## config.mk

```make
export PLATFORM = sky130hd
export DESIGN_NAME = led_command_frame_parser
export DESIGN_NICKNAME = d
export VERILOG_FILES = /design/src/design/lcfp_pkg.sv /design/src/design/led_command_frame_parser.sv /design/src/design/lcfp_ram.sv /design/src/design/lcfp_div.sv
export SDC_FILE = /design/constraint.sdc
export NUM_CORES = 1
export LEC_CHECK = 0
export BUFFER_PORTS_ARGS = -buffer_cell sky130_fd_sc_hd__buf_2
export CAP_MARGIN = 20
export CORE_ASPECT_RATIO = 1.2
export CORE_UTILIZATION = 45
export DETAILED_ROUTE_END_ITERATION = 12
export PLACE_DENSITY = 0.59
export SLEW_MARGIN = 20
export SYNTH_ARGS = -nofsm -noshare
export SYNTH_HDL_FRONTEND = slang
export SYNTH_SLANG_ARGS = --single-unit
```

## constraint.sdc

```tcl
create_clock -name clk -period 5.17 [get_ports clk]
set_input_delay 1.034 -clock clk [delete_from_list [all_inputs] [get_ports clk]]
set_output_delay 1.034 -clock clk [all_outputs]
set_load 0.02 [all_outputs]
```

## src/design/lcfp_pkg.sv

```systemverilog
// Shared constants for the LED command frame parser.
`timescale 1ns / 1ps
package lcfp_pkg;
	localparam int MAX_PAYLOAD = 24;
	localparam int LED_COUNT   = 8;
	localparam int LED_AW      = 3;
	localparam int STORE_DEPTH = 32;
	localparam int STORE_AW    = 5;
	localparam int COLOR_W     = 24;

	localparam logic [7:0] CHAR_BANG = 8'h21;
	localparam logic [7:0] CHAR_CR   = 8'h0D;
	localparam logic [7:0] CHAR_LF   = 8'h0A;

	localparam logic [7:0] CMD_ALL_OFF = 8'h10;
	localparam logic [7:0] CMD_ALL_SET = 8'h11;
	localparam logic [7:0] CMD_ONE_SET = 8'h15;
	localparam logic [7:0] CMD_EACH    = 8'h1D;

	localparam logic [4:0] DIV_RESET = 5'd4;
endpackage

```

## src/design/led_command_frame_parser.sv

```systemverilog
// Top level: byte deframer, frame store, LED pattern store and result sequencer.
`timescale 1ns / 1ps
// LED command frame parser.
// Input channel (in_valid/in_ready, rx_byte): one serial byte per beat. Bytes
// are parsed against the frame format "!!", command, length, payload, one
// spare byte, CR or LF. Every byte goes into a 32-entry frame store RAM.
// Output channel (out_valid/out_ready): one result per beat. A good frame
// yields command, length and payload bytes (result_kind 0), then for the
// LED commands all eight LED colours in GRB (result_kind 1). final_result
// marks the last result of the terminating byte.
// Config channel (cfg_valid/cfg_ready, brightness_divisor): always ready;
// write only while idle. Zero acts as one.
// Sequence: a byte that completes no frame leaves the parser idle. At a frame
// end each forwarded byte is read, then loaded once the output register has
// emptied, each LED word likewise on readout, and each colour computed takes
// three store reads, three runs of the shared serial divider and a write-back.
// in_ready is low while results are produced; a stalled receiver holds the
// sequencer, nothing is dropped. Reset clears parser state, the LED pattern
// (through per-LED valid bits) and sets the divisor to 4. No clearing pass.
module led_command_frame_parser import lcfp_pkg::*; (
	input  logic       clk,
	input  logic       arst_n,
	input  logic       in_valid,
	output logic       in_ready,
	input  logic [7:0] rx_byte,
	output logic       out_valid,
	input  logic       out_ready,
	output logic       result_kind,
	output logic [7:0] frame_byte,
	output logic [2:0] led_number,
	output logic [7:0] green_level,
	output logic [7:0] red_level,
	output logic [7:0] blue_level,
	output logic       final_result,
	input  logic       cfg_valid,
	output logic       cfg_ready,
	input  logic [4:0] brightness_divisor
);
	localparam logic [4:0] ST_IDLE  = 5'd0;
	localparam logic [4:0] ST_FRD   = 5'd1;
	localparam logic [4:0] ST_FDAT  = 5'd2;
	localparam logic [4:0] ST_CMD   = 5'd3;
	localparam logic [4:0] ST_CLR   = 5'd4;
	localparam logic [4:0] ST_IDX   = 5'd5;
	localparam logic [4:0] ST_DX    = 5'd6;
	localparam logic [4:0] ST_RR    = 5'd7;
	localparam logic [4:0] ST_RG    = 5'd8;
	localparam logic [4:0] ST_RB    = 5'd9;
	localparam logic [4:0] ST_RX    = 5'd10;
	localparam logic [4:0] ST_DST   = 5'd11;
	localparam logic [4:0] ST_DWT   = 5'd12;
	localparam logic [4:0] ST_CDONE = 5'd13;
	localparam logic [4:0] ST_WALL  = 5'd14;
	localparam logic [4:0] ST_SRD   = 5'd15;
	localparam logic [4:0] ST_SDAT  = 5'd16;

	localparam logic [LED_AW-1:0] LED_LAST = LED_AW'(LED_COUNT - 1);

	// parser state
	logic [4:0]  st_q;
	logic [4:0]  pos_q;
	logic        sync_q;
	logic [7:0]  b0_q;
	logic [7:0]  cmd_q;
	logic [7:0]  len_q;
	logic [4:0]  div_q;

	// sequencer registers
	logic [4:0]        fi_q;
	logic [LED_AW-1:0] li_q;
	logic [LED_AW-1:0] idx_q;
	logic [4:0]        base_q;
	logic [1:0]        ch_q;
	logic [7:0]        cr_q, cg_q, cb_q;
	logic [7:0]        sr_q, sg_q, sb_q;
	logic [LED_COUNT-1:0] pv_q;
	logic              pv_s1;

	// output register
	logic        ov_q;
	logic        okind_q;
	logic [7:0]  obyte_q;
	logic [2:0]  oled_q;
	logic [COLOR_W-1:0] ogrb_q;
	logic        ofin_q;

	// memories
	logic                st_we;
	logic [STORE_AW-1:0] st_raddr;
	logic [7:0]          st_rdata;
	logic                pt_we;
	logic [LED_AW-1:0]   pt_waddr;
	logic [COLOR_W-1:0]  pt_wdata;
	logic [LED_AW-1:0]   pt_raddr;
	logic [COLOR_W-1:0]  pt_rdata;

	// divider
	logic       dv_start;
	logic [7:0] dv_a;
	logic [4:0] dv_d;
	logic       dv_done;
	logic [7:0] dv_q;

	logic in_acc;
	logic show;
	logic fwd_last;
	logic each_has;

	assign in_ready  = (st_q == ST_IDLE);
	assign in_acc    = in_valid && in_ready;
	assign cfg_ready = 1'b1;
	assign st_we     = in_acc;

	assign show = (cmd_q == CMD_ALL_OFF) || (cmd_q == CMD_ALL_SET) ||
		(cmd_q == CMD_ONE_SET) || (cmd_q == CMD_EACH);
	assign fwd_last = (fi_q == 5'(len_q[4:0] + 5'd1));
	// LED i gets a colour when 3*(i+1) <= len
	assign each_has = ({3'b0, (5'({2'b0, li_q} + 5'd1) * 5'd3)} <= len_q);

	assign dv_d = (div_q == 5'd0) ? 5'd1 : div_q;
	assign dv_a = (ch_q == 2'd0) ? cr_q : ((ch_q == 2'd1) ? cg_q : cb_q);
	assign dv_start = (st_q == ST_DST);

	lcfp_ram #(.WIDTH(8), .DEPTH(STORE_DEPTH)) u_store (
		.clk   (clk),
		.we    (st_we),
		.waddr (pos_q),
		.wdata (rx_byte),
		.raddr (st_raddr),
		.rdata (st_rdata)
	);

	lcfp_ram #(.WIDTH(COLOR_W), .DEPTH(LED_COUNT)) u_pattern (
		.clk   (clk),
		.we    (pt_we),
		.waddr (pt_waddr),
		.wdata (pt_wdata),
		.raddr (pt_raddr),
		.rdata (pt_rdata)
	);

	lcfp_div u_div (
		.clk      (clk),
		.arst_n   (arst_n),
		.start    (dv_start),
		.dividend (dv_a),
		.divisor  (dv_d),
		.done     (dv_done),
		.quotient (dv_q)
	);

	// store read address per state
	always_comb begin
		case (st_q)
			ST_FRD:  st_raddr = 5'(fi_q + 5'd2);
			ST_CMD:  st_raddr = 5'd4;
			ST_RR:   st_raddr = base_q;
			ST_RG:   st_raddr = 5'(base_q + 5'd1);
			ST_RB:   st_raddr = 5'(base_q + 5'd2);
			default: st_raddr = base_q;
		endcase
	end

	// pattern writes: clears, computed colours
	always_comb begin
		pt_we    = 1'b0;
		pt_waddr = li_q;
		pt_wdata = '0;
		pt_raddr = li_q;
		case (st_q)
			ST_CLR: begin
				pt_we = 1'b1;
			end
			ST_WALL: begin
				pt_we    = 1'b1;
				pt_wdata = {sg_q, sr_q, sb_q};
			end
			ST_DX: begin
				pt_we = !each_has;
			end
			ST_CDONE: begin
				pt_we    = (cmd_q != CMD_ALL_SET);
				pt_waddr = (cmd_q == CMD_ONE_SET) ? idx_q : li_q;
				pt_wdata = {sg_q, sr_q, sb_q};
			end
			default: begin
				pt_we = 1'b0;
			end
		endcase
	end

	always_ff @(posedge clk or negedge arst_n) begin
		if (!arst_n) begin
			st_q   <= ST_IDLE;
			pos_q  <= '0;
			sync_q <= 1'b0;
			div_q  <= DIV_RESET;
			pv_q   <= '0;
			ov_q   <= 1'b0;
			fi_q   <= '0;
			li_q   <= '0;
			ch_q   <= '0;
		end else begin
			if (cfg_valid) begin
				div_q <= brightness_divisor;
			end
			if (pt_we) begin
				pv_q[pt_waddr] <= 1'b1;
			end
			if (ov_q && out_ready) begin
				ov_q <= 1'b0;
			end
			case (st_q)
				ST_IDLE: begin
					if (in_acc) begin
						pos_q <= 5'(pos_q + 5'd1);
						if (pos_q == 5'd1) begin
							sync_q <= (b0_q == CHAR_BANG) && (rx_byte == CHAR_BANG);
							if (!((b0_q == CHAR_BANG) && (rx_byte == CHAR_BANG))) begin
								pos_q <= '0;
							end
						end else if (pos_q >= 5'd2 && !sync_q) begin
							pos_q <= '0;
						end else if (pos_q == 5'd3) begin
							if (cmd_q[7:4] != 4'h1 || rx_byte > 8'(MAX_PAYLOAD)) begin
								sync_q <= 1'b0;
								pos_q  <= '0;
							end
						end else if (pos_q > 5'd3 &&
							{1'b0, pos_q} == 6'(len_q[4:0] + 5'd5)) begin
							sync_q <= 1'b0;
							pos_q  <= '0;
							if (rx_byte == CHAR_CR || rx_byte == CHAR_LF) begin
								st_q <= ST_FRD;
								fi_q <= '0;
							end
						end
					end
				end
				ST_FRD: begin
					if (!ov_q) begin
						st_q <= ST_FDAT;
					end
				end
				ST_FDAT: begin
					ov_q <= 1'b1;
					fi_q <= 5'(fi_q + 5'd1);
					st_q <= fwd_last ? ST_CMD : ST_FRD;
				end
				ST_CMD: begin
					li_q <= '0;
					if (cmd_q == CMD_ALL_OFF) begin
						st_q <= ST_CLR;
					end else if (cmd_q == CMD_ALL_SET) begin
						st_q <= ST_RR;
					end else if (cmd_q == CMD_ONE_SET) begin
						st_q <= ST_IDX;
					end else if (cmd_q == CMD_EACH) begin
						st_q <= ST_DX;
					end else begin
						st_q <= ST_IDLE;
					end
				end
				ST_CLR, ST_WALL: begin
					li_q <= LED_AW'(li_q + 1'b1);
					if (li_q == LED_LAST) begin
						li_q <= '0;
						st_q <= ST_SRD;
					end
				end
				ST_IDX: begin
					if (st_rdata < 8'(LED_COUNT)) begin
						st_q <= ST_RR;
					end else begin
						st_q <= ST_SRD;
					end
				end
				ST_DX: begin
					if (each_has) begin
						st_q <= ST_RR;
					end else begin
						li_q <= LED_AW'(li_q + 1'b1);
						if (li_q == LED_LAST) begin
							li_q <= '0;
							st_q <= ST_SRD;
						end
					end
				end
				ST_RR:  st_q <= ST_RG;
				ST_RG:  st_q <= ST_RB;
				ST_RB:  st_q <= ST_RX;
				ST_RX: begin
					ch_q <= '0;
					st_q <= ST_DST;
				end
				ST_DST: st_q <= ST_DWT;
				ST_DWT: begin
					if (dv_done) begin
						ch_q <= 2'(ch_q + 2'd1);
						st_q <= (ch_q == 2'd2) ? ST_CDONE : ST_DST;
					end
				end
				ST_CDONE: begin
					if (cmd_q == CMD_ALL_SET) begin
						li_q <= '0;
						st_q <= ST_WALL;
					end else if (cmd_q == CMD_ONE_SET) begin
						li_q <= '0;
						st_q <= ST_SRD;
					end else begin
						li_q <= LED_AW'(li_q + 1'b1);
						st_q <= ST_DX;
						if (li_q == LED_LAST) begin
							li_q <= '0;
							st_q <= ST_SRD;
						end
					end
				end
				ST_SRD: begin
					if (!ov_q) begin
						st_q <= ST_SDAT;
					end
				end
				ST_SDAT: begin
					ov_q <= 1'b1;
					li_q <= LED_AW'(li_q + 1'b1);
					st_q <= ST_SRD;
					if (li_q == LED_LAST) begin
						li_q <= '0;
						st_q <= ST_IDLE;
					end
				end
				default: st_q <= ST_IDLE;
			endcase
		end
	end

	// datapath registers, no reset
	always_ff @(posedge clk) begin
		pv_s1 <= pv_q[pt_raddr];
		if (in_acc) begin
			if (pos_q == 5'd0) b0_q <= rx_byte;
			if (pos_q == 5'd2) cmd_q <= rx_byte;
			if (pos_q == 5'd3) len_q <= rx_byte;
		end
		case (st_q)
			ST_CMD: begin
				if (cmd_q == CMD_ALL_SET) base_q <= 5'd4;
				if (cmd_q == CMD_ONE_SET) base_q <= 5'd5;
			end
			ST_IDX: idx_q <= st_rdata[LED_AW-1:0];
			ST_DX:  base_q <= 5'(5'd4 + 5'({2'b0, li_q} * 5'd3));
			ST_RG:  cr_q <= st_rdata;
			ST_RB:  cg_q <= st_rdata;
			ST_RX:  cb_q <= st_rdata;
			ST_DWT: begin
				if (dv_done) begin
					if (ch_q == 2'd0) sr_q <= dv_q;
					if (ch_q == 2'd1) sg_q <= dv_q;
					if (ch_q == 2'd2) sb_q <= dv_q;
				end
			end
			ST_FDAT: begin
				okind_q <= 1'b0;
				obyte_q <= st_rdata;
				oled_q  <= '0;
				ogrb_q  <= '0;
				ofin_q  <= fwd_last && !show;
			end
			ST_SDAT: begin
				okind_q <= 1'b1;
				obyte_q <= '0;
				oled_q  <= li_q;
				ogrb_q  <= pv_s1 ? pt_rdata : '0;
				ofin_q  <= (li_q == LED_LAST);
			end
			default: begin
				okind_q <= okind_q;
			end
		endcase
	end

	assign out_valid    = ov_q;
	assign result_kind  = okind_q;
	assign frame_byte   = obyte_q;
	assign led_number   = oled_q;
	assign green_level  = ogrb_q[23:16];
	assign red_level    = ogrb_q[15:8];
	assign blue_level   = ogrb_q[7:0];
	assign final_result = ofin_q;

	// position never runs past the longest frame
	a_pos_range: assert property (@(posedge clk) disable iff (!arst_n)
		pos_q <= 5'd29) else $error("parse position out of range");

	// colour beats carry no frame byte, byte beats no colour
	a_kind_clean: assert property (@(posedge clk) disable iff (!arst_n)
		out_valid |-> (result_kind ? (frame_byte == 8'd0) :
		(led_number == 3'd0 && green_level == 8'd0 && red_level == 8'd0 &&
		blue_level == 8'd0))) else $error("result fields mixed");

	// the output register is never overwritten while full
	a_no_overrun: assert property (@(posedge clk) disable iff (!arst_n)
		(st_q == ST_FDAT || st_q == ST_SDAT) |-> !ov_q)
		else $error("output overrun");
endmodule

```

## src/design/lcfp_ram.sv

```systemverilog
// Generic single-port-write, registered-read RAM.
`timescale 1ns / 1ps
module lcfp_ram #(
	parameter int WIDTH = 8,
	parameter int DEPTH = 32
) (
	input  logic                     clk,
	input  logic                     we,
	input  logic [$clog2(DEPTH)-1:0] waddr,
	input  logic [WIDTH-1:0]         wdata,
	input  logic [$clog2(DEPTH)-1:0] raddr,
	output logic [WIDTH-1:0]         rdata
);
	logic [WIDTH-1:0] mem [DEPTH];

	always_ff @(posedge clk) begin
		if (we) begin
			mem[waddr] <= wdata;
		end
		rdata <= mem[raddr];
	end
endmodule

```

## src/design/lcfp_div.sv

```systemverilog
// Restoring 8-by-5 bit divider, one quotient bit per cycle.
`timescale 1ns / 1ps
module lcfp_div import lcfp_pkg::*; (
	input  logic       clk,
	input  logic       arst_n,
	input  logic       start,
	input  logic [7:0] dividend,
	input  logic [4:0] divisor,
	output logic       done,
	output logic [7:0] quotient
);
	logic       busy_q;
	logic       done_q;
	logic [2:0] cnt_q;
	logic [4:0] rem_q;
	logic [7:0] quo_q;
	logic [5:0] trial;
	logic       ge;

	assign trial = {rem_q, quo_q[7]};
	assign ge    = trial >= {1'b0, divisor};

	always_ff @(posedge clk or negedge arst_n) begin
		if (!arst_n) begin
			busy_q <= 1'b0;
			done_q <= 1'b0;
			cnt_q  <= '0;
		end else begin
			done_q <= busy_q && (cnt_q == 3'd7);
			if (start) begin
				busy_q <= 1'b1;
				cnt_q  <= '0;
			end else if (busy_q) begin
				cnt_q <= cnt_q + 3'd1;
				if (cnt_q == 3'd7) begin
					busy_q <= 1'b0;
				end
			end
		end
	end

	always_ff @(posedge clk) begin
		if (start) begin
			rem_q <= '0;
			quo_q <= dividend;
		end else if (busy_q) begin
			rem_q <= ge ? 5'(trial - {1'b0, divisor}) : trial[4:0];
			quo_q <= {quo_q[6:0], ge};
		end
	end

	assign done     = done_q;
	assign quotient = quo_q;
endmodule
```

; ---- Word level (Yosys, flattened, before mapping)
; Memory sizes are Yosys's and may differ from the RTL's. A register that Yosys moved wholly into a read port is not among the register bits.
; Cells that the tools add are included.
[word_totals]
register_bits = 171
mem_bits_rw = 448
in_bits = 18
out_inout_bits = 40
elab_cells = 234
memories = 2
[op_classes]
add_sub_neg = 13
mul = 2
magnitude_cmp = 9
eq_ne = 48
mux = 83
bitwise_logic = 1
n_reduce_logical = 45
[memory_table]
columns = memory, depth, word_bits, read_ports, rd_ports_with_merged_regs, write_ports, line
row1 = u_store.mem, 32, 8, 1, 1, 1, lcfp_ram.sv:14  ; logic [WIDTH-1:0] mem [DEPTH];
row2 = u_pattern.mem, 8, 24, 1, 1, 1, lcfp_ram.sv:14
[ops]
columns = op, count
row1 = 5-bit two-way mux, 27
row2 = 5-bit case mux with 16 select lines, 1
row3 = 24-bit two-way mux, 2
row4 = 24-bit case mux with 2 select lines, 1
row5 = "5-bit by 4-bit == test with 1-bit output, second input constant", 8
row6 = 3-bit two-way mux, 13
row7 = "8-bit by 5-bit == test with 1-bit output, second input constant", 4
row8 = 8-bit two-way mux, 4
row9 = "5-bit by 1-bit adder with 5-bit output, second input constant", 4
row10 = "5-bit by 2-bit == test with 1-bit output, second input constant", 4
row11 = "5-bit by 3-bit == test with 1-bit output, second input constant", 4
row12 = 4-bit two-way mux, 5
row13 = 5-bit case mux with 2 select lines, 2
row14 = 5-bit case mux with 4 select lines, 1
row15 = "8-bit by 4-bit == test with 1-bit output, second input constant", 2
row16 = "8-bit by 6-bit == test with 1-bit output, second input constant", 2
row17 = 1-bit two-way mux, 16
row18 = 8-bit case mux with 2 select lines, 1
row19 = 5-bit zero test, 3
row20 = "2-bit != test, second input constant", 7
row21 = 2-bit AND reduction, 7
row22 = 3-bit case mux with 4 select lines, 1
row23 = 2-bit nonzero test, 6
row24 = "5-bit by 2-bit adder with 5-bit output, second input constant", 2
row25 = 47 further kinds, 74

; ---- Longest topological paths before layout
; Gate-level depths: netlist of run 1.
[depth]
word_depth = 9
mapped_depth = 15
mapped_depth_nobuf = 13

; ---- Hierarchy
; Synthesis of run 1 repeated with hierarchy kept, for this count alone.
[unflattened]
hier_cells = 1454
area_unflattened_um2 = 26487.9
[modules_own_cells]
columns = module, instances, cells_per_inst, area_each_um2, seq_area_each_um2
row1 = lcfp_ram at u_store, 1, 417, 10053.4, 7847.5
row2 = lcfp_ram at u_pattern, 1, 314, 7810.0, 6246.0
row3 = led_command_frame_parser, 1, 630, 7608.5, 4410.5
row4 = lcfp_div, 1, 93, 1016.0, 465.4

; ---- Worst setup path after synthesis of run 1
; OpenSTA, ideal clock, no wires.
[synth_timing]
path_kind = flip-flop to flip-flop
start = reg li_q[0]
end = mem u_pattern.mem[3][0] (netlist bit) (enable)
setup_time_ns = 0.405
arrival_ns = 4.760
required_time_ns = 4.765
setup_slack_ns = 0.006
stages_incl_launch_ff = 16
path_buffers = 2
synth_period_minus_slack_ns = 5.164
cell_sequence = dfrtp_1 clkbuf_1 buf_1 inv_1 ha_1 inv_1 maj3_1 a21oi_1 xnor2_1 ha_1 and4_1 a2111oi_0 o21ai_0 nand2_1 a32oi_1 nor2_1
[synth_via]
elab_chain_cells = 7
elab_cells_between_ends = 9
cone_classes = add/sub: 1 / mul: 1 / order compare: 1 / mux: 5 / reduce/logical: 1
[synth_rtl]
columns = item, line
row1 = from (decl), led_command_frame_parser.sv:70  ; logic [LED_AW-1:0] li_q;
row2 = from (signal assigned), led_command_frame_parser.sv:265  ; li_q <= LED_AW'(li_q + 1'b1);
row3 = from (signal assigned), led_command_frame_parser.sv:282  ; li_q <= LED_AW'(li_q + 1'b1);
row4 = from (signal assigned), led_command_frame_parser.sv:311  ; li_q <= LED_AW'(li_q + 1'b1);
row5 = 3-bit by 1-bit adder with 4-bit output, led_command_frame_parser.sv:118  ; assign each_has = ({3'b0, (5'({2'b0, li_q} + 5'd1) * 5'd3)} <= len_q);
row6 = 4-bit by 2-bit multiplier with 5-bit output, led_command_frame_parser.sv:118
row7 = 5-bit by 8-bit <= comparator with 1-bit output, led_command_frame_parser.sv:118
row8 = 1-bit zero test, led_command_frame_parser.sv:179  ; pt_we = !each_has;
row9 = 1-bit case mux with 3 select lines, led_command_frame_parser.sv:170  ; case (st_q)
row10 = 1-bit two-way mux, lcfp_ram.sv:17  ; if (we) begin
row11 = 1-bit two-way mux (implied by the code), lcfp_ram.sv:18  ; mem[waddr] <= wdata;
row12 = to (decl), lcfp_ram.sv:14
; Several ways; a longest one is shown, not always the timed one.

; ---- Worst setup path after layout of run 1
[layout_timing]
start = reg li_q[0]
end = mem u_pattern.mem[1][12] (netlist bit) (enable)
; The elaborated chain is that of the path after synthesis.

==> metrics.txt, run 1 <==
via count of the first global-routing pass 14,800; Post-Synthesis Net Count 1,771; number of routed nets with antenna violations 0; result of the run finished, final reports clean; maximum vdd drop ~0.32 mV; Clock Tree Buf Depth 3; number of failing setup endpoints in the final timing report 0; post-cts sizing count 0; Residual DRC 0; Crit Reg-Reg Startpoint li_q[0]; clock tree root driver cell clkbuf_16; Max-slew headroom approximately a third; most common flop cell mapped by yosys edfxtp_1; clock latency on the worst-skew pair 0.60 ns; flops & latches, synth 651; total routing resource utilization after global routing 20.6%; Syn Area/Cell 15.2 um^2; overflow left after global routing 0; count of buffers added by post-CTS timing repair for setup 0; cells after synthesis 1,718; category of the worst setup path capture point register; total die area approximately 0.059 mm^2; max-slew violation count 0; Critical Path, Cell by Cell ha_1, ha_1, maj3_1, a21oi_1, xnor2_1, ha_1, and4_1, a2111oi_0, o21ai_0, nand2_1, a32oi_1, nor2_2, buf_4; register clock-pin slew on the reported worst setup and hold paths about 0.06 ns; Min-Delay Startpoint u_div.rem_q[4]; endpoint of the most critical register-to-register path u_pattern.mem[1][12]; share of Yosys cell area claimed by the top area cell type between 60 and 70%; share of the cycle needed by the critical path after routing between 80% and 90%; cell leakage power 9.95 nW; type of the worst setup path reg -> reg; transition at the pin with the smallest max-transition slack 1.00 ns; routed length per instance 23.3 um; fraction of registers with async set or reset after synthesis 6.14%; width of the die between 200 and 250 um; number of hold-slack violations in the final timing report 0; library cell appearing most often on the critical path ha_1; post-synthesis sequential area ratio between 70 and 80%; unrepaired setup endpoints after global routing no; number of sinks driven by the clock tree 651; synthesis-to-finish area growth 12.9%; average vias per placed instance 5.70; Setup crit start li_q[0]; 1st-iter DRT viols 1,208; worst endpoint required time ~5.4 ns; placed wire-length estimate 38,400 um; setup tns final 0 ns; io pins 58; global-route wire length before repair 91,200 um; maximum fanout encountered on the critical timing path 24; IO Port Bufs 56; number of iterations in the first detailed-routing pass 5; number of buffers added by the clock tree synthesis step 69; most area-hungry cell type in the Yosys netlist edfxtp_1; count of standard-cell rows 96; class of the most critical hold timing path reg -> reg; via count 14,700; number of antenna cells inserted 0; count of different cell masters after synthesis 78; Final Routed Wirelength 60,100 um; flop-to-flop setup slack 0.62 ns; dominant cells by area after synthesis edfxtp_1 66%, mux4_2 5.7%, dfrtp_1 3.7%, nand2_1 3.3%, dfxtp_1 2.9%; Largest stage delay, worst path about 0.6 ns; count of maximum capacitance violations 0; endpoint of the worst setup timing path u_pattern.mem[1][12]; pin count of the biggest net entering global routing 97; core region area 0.0573 mm^2; CTS tree done; vertical die dimension 266 um; pwr/cell area 381 mW/mm^2; design area 0.0296 mm^2; number of cells on the worst reg-to-reg path 13; antenna violations before repair 1; clock skew 0.0247 ns; nature of the critical path startpoint register; max frequency 220 MHz; post-layout min period 4.55 ns; effective utilization at floorplan 45.7%; Critical Path AT approximately 4.8 ns; Post-synth EDFFs 573; cell area after technology mapping around 0.026 mm^2; fraction of final layout cells sized beyond drive strength 1 16.2%; number of H-tree levels 3; number of nets in the final layout between 1,500 and 2,000; number of hold buffers added after cts 0; Final Wtd Congestion 0.850; number of warnings reported in the yosys synthesis log 0; area post-placement ~0.027 mm^2; CP max stage cell dfrtp_4
-- per-layer routing --
layer	vias up	global-route usage [%]	share of wire, %
li1	6702	-	-
met1	7432	25.0	40
met2	423	37.6	54
met3	100	2.99	4.4
met4	2	6.74	2.3
met5	-	0	0.0083
-- sequential cells by signal, indices dropped and copies added (netlist names), 24 cells and up --
| name | cells |
|---|---|
| u_store.mem | 256 |
| u_pattern.rdata | 24 |
| ogrb_q | 24 |
| u_pattern.mem | 192 |
-- placed cells by master, fill, tap and decap left out, types with 15 or more instances in the layout --
cell type / n
a21oi_1: 131
mux4_2: 66
clkinv_1: 15
a221oi_1: 49
nand3_1: 17
nand2_1: 229
edfxtp_1: 573
and2_1: 38
inv_1: 33
dfrtp_1: 37
buf_2: 56
buf_4: 35
nor2_1: 85
ha_1: 33
clkbuf_16: 72
o21ai_0: 33
nor3_1: 15
dfxtp_1: 38
mux2i_1: 25
and3_1: 25
-- worst min-delay path by stage --
stage,to,cells past startpoint
2_1_floorplan,u_div.rem_q[4],2
3_3_place_gp,u_div.rem_q[4],2
3_5_place_dp,u_div.rem_q[4],2
4_1_cts,u_div.rem_q[4],2
5_1_grt,pv_q[1],1
6_report,u_div.rem_q[4],2
-- worst max-delay path, delay by kind of cell, from the launching register on --
kind	cells	cell delay [ns]
AOI/OAI and AO/OA	4	1.15
xor gates and xnor gates	1	0.15
adders and majority gates	4	1.29
buffers and inverters	1	0.38
DFF	1	0.60
and+or+nand+nor	3	0.60
-- Yosys cell counts, types with 5 or more instances --
master     count
a2111oi_0      9
a2111oi_2      8
a211oi_1       9
a21o_1         5
a21oi_1      131
a221oi_1      49
a31oi_1        7
and2_1        39
and3_1        25
buf_1         11
buf_2         24
clkbuf_1      55
dfrtp_1       39
dfxtp_1       38
edfxtp_1     573
ha_1          33
inv_1         34
mux2_2         5
mux2i_1       25
mux4_2        66
nand2_1      230
nand3_1       17
nand3b_1       6
nor2_1        93
nor2b_1        6
nor3_1        15
nor4_1         5
o21ai_0       34
o21ai_1        6
o21bai_1      13
o31ai_1        6
or3_1          7
xnor2_1       13
xor2_1         8
-- cell families (layout without fill, tap and decap cells) --
group                      Yosys count  in the layout  synth area share (%)
AOI/OAI and AO/OA                  309            309                  7.84
adders and majority gates           36             36                  1.77
buffers and inverters              131            252                  2.18
xor gates and xnor gates            21             21                 0.702
muxes                               96             96                  6.84
and+or+nand+nor                    473            473                  8.24
other                                1              1                0.0143
DFF                                651            651                  72.4
-- through the flow --
step | power [mW] | std cells | setup slack [ns] | util (%) | hold WS, ns
after floorplan | 6.25 | 1718 | 0.00557 | - | 0.432
after global placement | 6.45 | 2449 | 0.734 | 47.7 | 0.449
after detailed placement | 6.46 | 2449 | 0.628 | 47.7 | 0.449
after CTS | 11.4 | 2574 | 0.604 | 51.6 | 0.457
after global routing | 11.6 | 2574 | 0.263 | 51.6 | 0.500
final | 11.3 | 2574 | 0.625 | 51.6 | 0.454
-- final cells by class --
| type | count | area (um^2) |
|---|---|---|
| inverters | 34 | 128 |
| well taps | 735 | 920 |
| multi-input cells | 936 | 6710 |
| flip-flops and latches | 651 | 19000 |
| fillers | 4719 | 27700 |
| repair buffers | 93 | 583 |
| clock buffers | 89 | 1930 |
| clock inverters | 36 | 344 |
-- power breakdown --
part	switching, mW	internal, mW	total [mW]
logic	0.316	0.132	0.449
clock network	2.00	2.93	4.93
registers	0.0871	5.82	5.90
total	2.40	8.88	11.3
Power figures use the tool's default switching activity.
==> run 2, diff against run 1 <==
Settings changed: CORE_UTILIZATION 45 to 55, PLACE_DENSITY 0.59 to 0.7.
==> run 2 against run 1 <==
- cell area is 1.2% lower
- clock power shrank 6.3%
- maximum frequency rose by 2.1%
- clock-buffer cell count down 7
- total power is 2.7% lower
==> metrics.txt, run 2 (synthesized netlist as in run 1, its figures left out) <==
result of the run finished, final reports clean; max reg flops 256 (unchanged); Clk network pwr share 42.1% (-1.6 points); Design Power 11.0 mW (-2.7%); Largest stage delay, worst path 0.52 ns (-0.08 ns); endpoint of the most critical register-to-register path u_pattern.mem[0][10]; worst endpoint required time 5.46 ns (+0.04 ns); total routing resource utilization after global routing 24.3% (+3.7 points); Final Wtd Congestion 0.901 (+6.0%); cell leakage power 9.85 nW (-0.94%); overflow left after global routing 0 (unchanged); largest register by flop count u_store.mem; max-slew violation count 0 (unchanged); vertical die dimension 241 um (-9.5%); number of cells on the worst reg-to-reg path 13 (unchanged); number of cells in the finished layout apart from fillers 2,448 (-4.9%); transition at the pin with the smallest max-transition slack 1.04 ns (+0.0401 ns); Critical Path AT 4.74 ns (-0.05 ns); type of the worst setup path reg -> reg; post-cts sizing count 0 (unchanged); Switch Pwr 2.32 mW (-3.3%); Clock Tree Buf Depth 3 (unchanged); sequential power share 53.8% (+1.5 points); fraction of final layout cells sized beyond drive strength 1 16.0% (-0.20 points); class of the most critical hold timing path in -> async; number of iterations in the first detailed-routing pass 6 (+1); post-layout min period 4.45 ns (-0.0931 ns); clock tree root driver cell clkbuf_16; number of failing setup endpoints in the final timing report 0 (unchanged); maximum vdd drop 0.299 mV (-5.3%); library cell appearing most often on the critical path ha_1; count of maximum capacitance violations 0 (unchanged); number of buffers added by the clock tree synthesis step 61 (-12%); number of sinks driven by the clock tree 651 (unchanged); area post-placement 0.0271 mm^2 (-0.60%); register clock-pin slew on the reported worst setup and hold paths 0.06 ns (about the same); number of hold-slack violations in the final timing report 0 (unchanged); maximum fanout encountered on the critical timing path 24 (unchanged); pin count of the biggest net entering global routing 65 (-33%); unrepaired setup endpoints after global routing no; via count 14,900 (+1.4%); most used cells in the layout excluding fill and tap cells 573 x edfxtp_1, 229 x nand2_1, 131 x a21oi_1; Max-slew headroom 30.6% (-2.8 points); 1st-iter DRT viols 1,379 (+14%); Critical Path, Cell by Cell ha_1, ha_1, maj3_1, a21oi_1, xnor2_1, ha_1, and4_1, a2111oi_0, o21ai_0, nand2_1, a31oi_1, nor2_2, buf_4; clock latency on the worst-skew pair 0.63 ns (+0.03 ns); registers with the most flip-flops u_store.mem (256), u_pattern.mem (192); clock skew 0.0328 ns (+0.00804 ns); io pins 58 (unchanged); total die area 0.0485 mm^2 (-18%); global-route wire length before repair 88,800 um (-2.6%); nature of the critical path startpoint register; number of H-tree levels 2 (-1); via count of the first global-routing pass 15,100 (+2.1%); internal power 8.65 mW (-2.6%); number of inserted filler cells in the final layout 3,405 (-28%); count of standard-cell rows 87 (-9.4%); max frequency 225 MHz (+2.1%); placed cell count 2,334 (-4.7%); final core occ 62.2% (+11 points); effective utilization at floorplan 55.7% (+10 points); Crit Reg-Reg Startpoint li_q[0]; share of power burned in combinational logic 4.1% (about the same); average vias per placed instance 6.07 (+6.6%); setup tns final 0 ns (unchanged); CP max stage cell dfrtp_4; share of the cycle needed by the critical path after routing 86.1% (-1.8 points); placed wire-length estimate 36,400 um (-5.3%); commonest non-fill, non-tap cell in the layout edfxtp_1; Residual DRC 0 (unchanged); Sw Ratio 21.1% (-0.13 points); number of nets in the final layout 1,827 (-0.60%); routed length per instance 23.4 um (+0.13%); Final Routed Wirelength 57,200 um (-4.8%); number of hold buffers added after cts 0 (unchanged); IO Port Bufs 56 (unchanged); antenna violations before repair 0 (-1); count of buffers added by post-CTS timing repair for setup 0 (unchanged); pwr/cell area 375 mW/mm^2 (-1.6%); category of the worst setup path capture point register; number of antenna cells inserted 0 (unchanged); CTS tree done; flop-to-flop setup slack 0.72 ns (+0.09 ns); synthesis-to-finish area growth 11.6%; design area 0.0292 mm^2 (-1.2%); width of the die 201 um (-9.5%); core region area 0.0470 mm^2 (-18%); number of routed nets with antenna violations 0 (unchanged)
[run 2: worst max path at each step]
stage	from	end	slack [ns]	cells past startpoint
2_1_floorplan	li_q[0]	u_pattern.mem[3][0]	0.006	15
3_3_place_gp	li_q[1]	u_pattern.mem[5][7]	0.92	12
3_5_place_dp	li_q[0]	u_pattern.mem[7][4]	0.79	13
4_1_cts	li_q[0]	u_pattern.mem[6][15]	0.75	13
5_1_grt	li_q[0]	u_pattern.mem[6][6]	0.44	13
6_report	li_q[0]	u_pattern.mem[0][10]	0.72	13
[run 2: worst max-delay path, delay by kind of cell, from the launching register on]
family	cells	cell delay [ns]
compound gates	4	1.24
xor+xnor	1	0.14
fa+ha+maj	4	1.25
buf+inv	1	0.34
flops	1	0.52
simple gates	3	0.61
[run 2: area by class of cell]
class	instances	area, um^2	share of cell area, %
Clock buffer	82	1700	5.80
Clock inverter	32	393	1.34
Inverter	34	128	0.436
Multi-Input combinational cell	936	6710	22.9
Sequential cell	651	19000	64.9
Tap cell	623	779	2.67
Timing Repair Buffer	90	561	1.92
[run 2: power groups by stage]
stage / clock, mW / combinational, mW / sequential, mW
6_report: 4.62 / 0.450 / 5.90
5_1_grt: 4.87 / 0.494 / 5.91
4_1_cts: 4.70 / 0.453 / 5.90
3_5_place_dp: 0 / 0.451 / 6.01
3_3_place_gp: 0 / 0.436 / 6.00
2_1_floorplan: 0 / 0.295 / 5.96
[run 2: per-stage QoR]
step                      setup WS, ns  hold slack [ns]
after floorplan                0.00557            0.432
after global placement           0.916            0.445
after detailed placement         0.792            0.463
after CTS                        0.747            0.474
after global routing             0.441            0.490
final                            0.718            0.473
[run 2: routing by layer]
layer	global-route usage, %	part of all wire, %	up-vias	wire length [um]
li1	-	-	6681	-
met1	30.0	38	7493	21700
met2	42.8	52	542	29900
met3	3.71	5.6	145	3190
met4	10.7	4.2	0	2420
met5	0	0	-	0
==> run 3, diff against run 2 <==
Settings changed: CORE_UTILIZATION 55 to 39, PLACE_DENSITY 0.7 to 0.52.
==> run 3 against run 2 <==
- clock skew is 0.0090 ns lower
- clock-buffer cell count is 17 higher
- sequential cell count stayed put
- sequential share of layout area is 1.3 points lower
- global-route usage is 5.7 points lower
- sequential power hardly changed
- utilization is 17 points lower
- die area is 41% higher
- hold slack worse by 0.019 ns
- critical path depth is 2 higher
- critical endpoint is now u_pattern.mem[5][5]
- largest power group unchanged
==> metrics.txt, run 3 (synthesized netlist as in run 1, its figures left out) <==
result of the run finished, final reports clean; number of hold buffers added after cts 0 (unchanged); count of maximum capacitance violations 0 (unchanged); Largest stage delay, worst path 0.45 ns (-0.07 ns); cell leakage power 10.0 nW (+1.4%); share of the cycle needed by the critical path after routing 91.1% (+5.0 points); number of sinks driven by the clock tree 651 (unchanged); count of standard-cell rows 103 (+18%); number of antenna cells inserted 0 (unchanged); synthesis-to-finish area growth 13.8%; Met1 Wirelength 25,200 um (+16%); sequential power share 52.7% (-1.1 points); routed wire length on met2 32,600 um (+9.0%); share of power burned in combinational logic 4.1% (about the same); class of the most critical hold timing path reg -> reg; clock tree root driver cell clkbuf_16; design area 0.0298 mm^2 (+2.0%); total routing resource utilization after global routing 18.6% (-5.7 points); commonest non-fill, non-tap cell in the layout edfxtp_1; setup tns final 0 ns (unchanged); routed length per instance 22.7 um (-2.9%); number of routed nets with antenna violations 0 (unchanged); Residual DRC 0 (unchanged); WL met3 2620 um (-18%); Critical Path, Cell by Cell buf_4, inv_1, ha_1, inv_1, maj3_1, a21oi_1, xnor2_1, ha_1, and4_1, a2111oi_0, o21ai_0, nand2_1, a32oi_1, nor2_2, buf_4; nature of the critical path startpoint register; max-slew violation count 0 (unchanged); IO Port Bufs 56 (unchanged); number of nets in the final layout 1,853 (+1.4%); number of H-tree levels 3 (+1); count of buffers added by post-CTS timing repair for setup 0 (unchanged); largest register by flop count u_store.mem; post-cts sizing count 0 (unchanged); Clk network pwr share 43.1% (+1.0 points); width of the die 239 um (+19%); max frequency 212 MHz (-5.5%); overflow left after global routing 0 (unchanged); internal power 8.77 mW (+1.4%); number of iterations in the first detailed-routing pass 5 (-1); register clock-pin slew on the reported worst setup and hold paths 0.06 ns (about the same); unrepaired setup endpoints after global routing no; via count 14,600 (-1.8%); Critical Path AT 4.96 ns (+0.22 ns); maximum vdd drop 0.327 mV (+9.4%); global-route wire length before repair 94,400 um (+6.2%); Final Routed Wirelength 62,400 um (+9.1%); Buf/Inv on CP 4 (+3); clock skew 0.0238 ns (-0.00896 ns); antenna violations before repair 2 (+2); via count of the first global-routing pass 15,300 (+1.2%); post-layout min period 4.71 ns (+0.257 ns); Max-slew headroom 27.2% (-3.4 points); maximum fanout encountered on the critical timing path 24 (unchanged); core region area 0.0661 mm^2 (+41%); number of buffers added by the clock tree synthesis step 69 (+13%); registers with the most flip-flops u_store.mem (256), u_pattern.mem (192); number of failing setup endpoints in the final timing report 0 (unchanged); type of the worst setup path reg -> reg; number of hold-slack violations in the final timing report 0 (unchanged); pwr/cell area 375 mW/mm^2 (about the same); transition at the pin with the smallest max-transition slack 1.09 ns (+0.0511 ns); effective utilization at floorplan 39.6% (-16 points); Sw Ratio 21.6% (+0.50 points); Clock Tree Buf Depth 3 (unchanged); kind of cell with the highest combined delay on the critical path compound AO/OA/AOI/OAI gates; total die area 0.0682 mm^2 (+41%); category of the worst setup path capture point register; fraction of final layout cells sized beyond drive strength 1 16.7% (+0.70 points); Final Wtd Congestion 0.819 (-9.1%); Switch Pwr 2.42 mW (+4.5%); CP max stage cell a2111oi_0; clock latency on the worst-skew pair 0.60 ns (-0.03 ns); io pins 58 (unchanged); highest signal layer in the routed design met4; area post-placement 0.0276 mm^2 (+1.7%); worst endpoint required time 5.42 ns (-0.04 ns); CTS tree done; pin count of the biggest net entering global routing 63 (-3.1%); most used cells in the layout excluding fill and tap cells 573 x edfxtp_1, 229 x nand2_1, 131 x a21oi_1; average vias per placed instance 5.31 (-12%); vertical die dimension 286 um (+19%); 1st-iter DRT viols 1,033 (-25%); max reg flops 256 (unchanged); Design Power 11.2 mW (+2.0%); placed wire-length estimate 40,400 um (+11%)
run 3: cell types whose count changed in the layout (fill, tap and decap cells not counted), moves of 5 or more:
| cell | before | now |
|---|---|---|
| clkbuf_16 | 62 | 73 |
| clkinv_1 | 4 | 10 |
| bufinv_16 | 8 | 3 |
| buf_4 | 32 | 51 |
| clkbuf_1 | 13 | 21 |
run 3: path summary, 6_finish.rpt:
check,end,startpoint,slack (ns),cells after the start
max,u_pattern.mem[5][5],li_q[0],0.46,15
max reg2reg,u_pattern.mem[5][5],li_q[0],0.46,15
min in group asynchronous,sync_q,arst_n,0.54,2
max in group asynchronous,li_q[0],arst_n,4.14,2
min reg2reg,u_div.rem_q[4],u_div.rem_q[4],0.45,2
min,u_div.rem_q[4],u_div.rem_q[4],0.45,2
run 3: power groups by stage:
stage / combinational, mW / sequential [mW] / clock, mW
floorplan: 0.295 / 5.96 / 0
global placement: 0.455 / 6.01 / 0
detailed placement: 0.468 / 6.01 / 0
CTS: 0.469 / 5.90 / 4.93
global route: 0.507 / 5.91 / 5.13
finish: 0.464 / 5.90 / 4.83
run 3: final cells by class:
class                   count  area (um^2)
repair buffers            108          683
clock buffers              99         1970
fillers                  5803        36300
inverters                  34          128
flip-flops and latches    651        19000
well taps                 892         1120
clock inverters            28          231
multi-input cells         936         6710
run 3: worst reg2reg max path, delay by kind of cell, from the launching register on:
kind                     cells  cell delay, ns
AO/OA/AOI/OAI                4            1.27
AND/OR/NAND/NOR              3            0.61
flip-flops                   1            0.40
adder cells (fa/ha/maj)      3            1.00
XOR/XNOR                     1            0.16
buffers and inverters        4            0.91
run 3: stage by stage:
step / setup WS [ns] / hold slack [ns] / util [%] / cells
floorplan: 0.00557 / 0.432 / - / 1718
global placement: 0.661 / 0.445 / 41.8 / 2621
detailed placement: 0.474 / 0.453 / 41.8 / 2621
CTS: 0.415 / 0.458 / 45.1 / 2748
global route: 0.0285 / 0.474 / 45.1 / 2748
finish: 0.461 / 0.455 / 45.1 / 2748
run 3: routing by layer:
metal	GRT usage, %	vias to the layer above
met1	22.3	7400
met4	7.48	0
li1	-	6756
met2	33.2	331
met5	0	-
met3	2.89	111
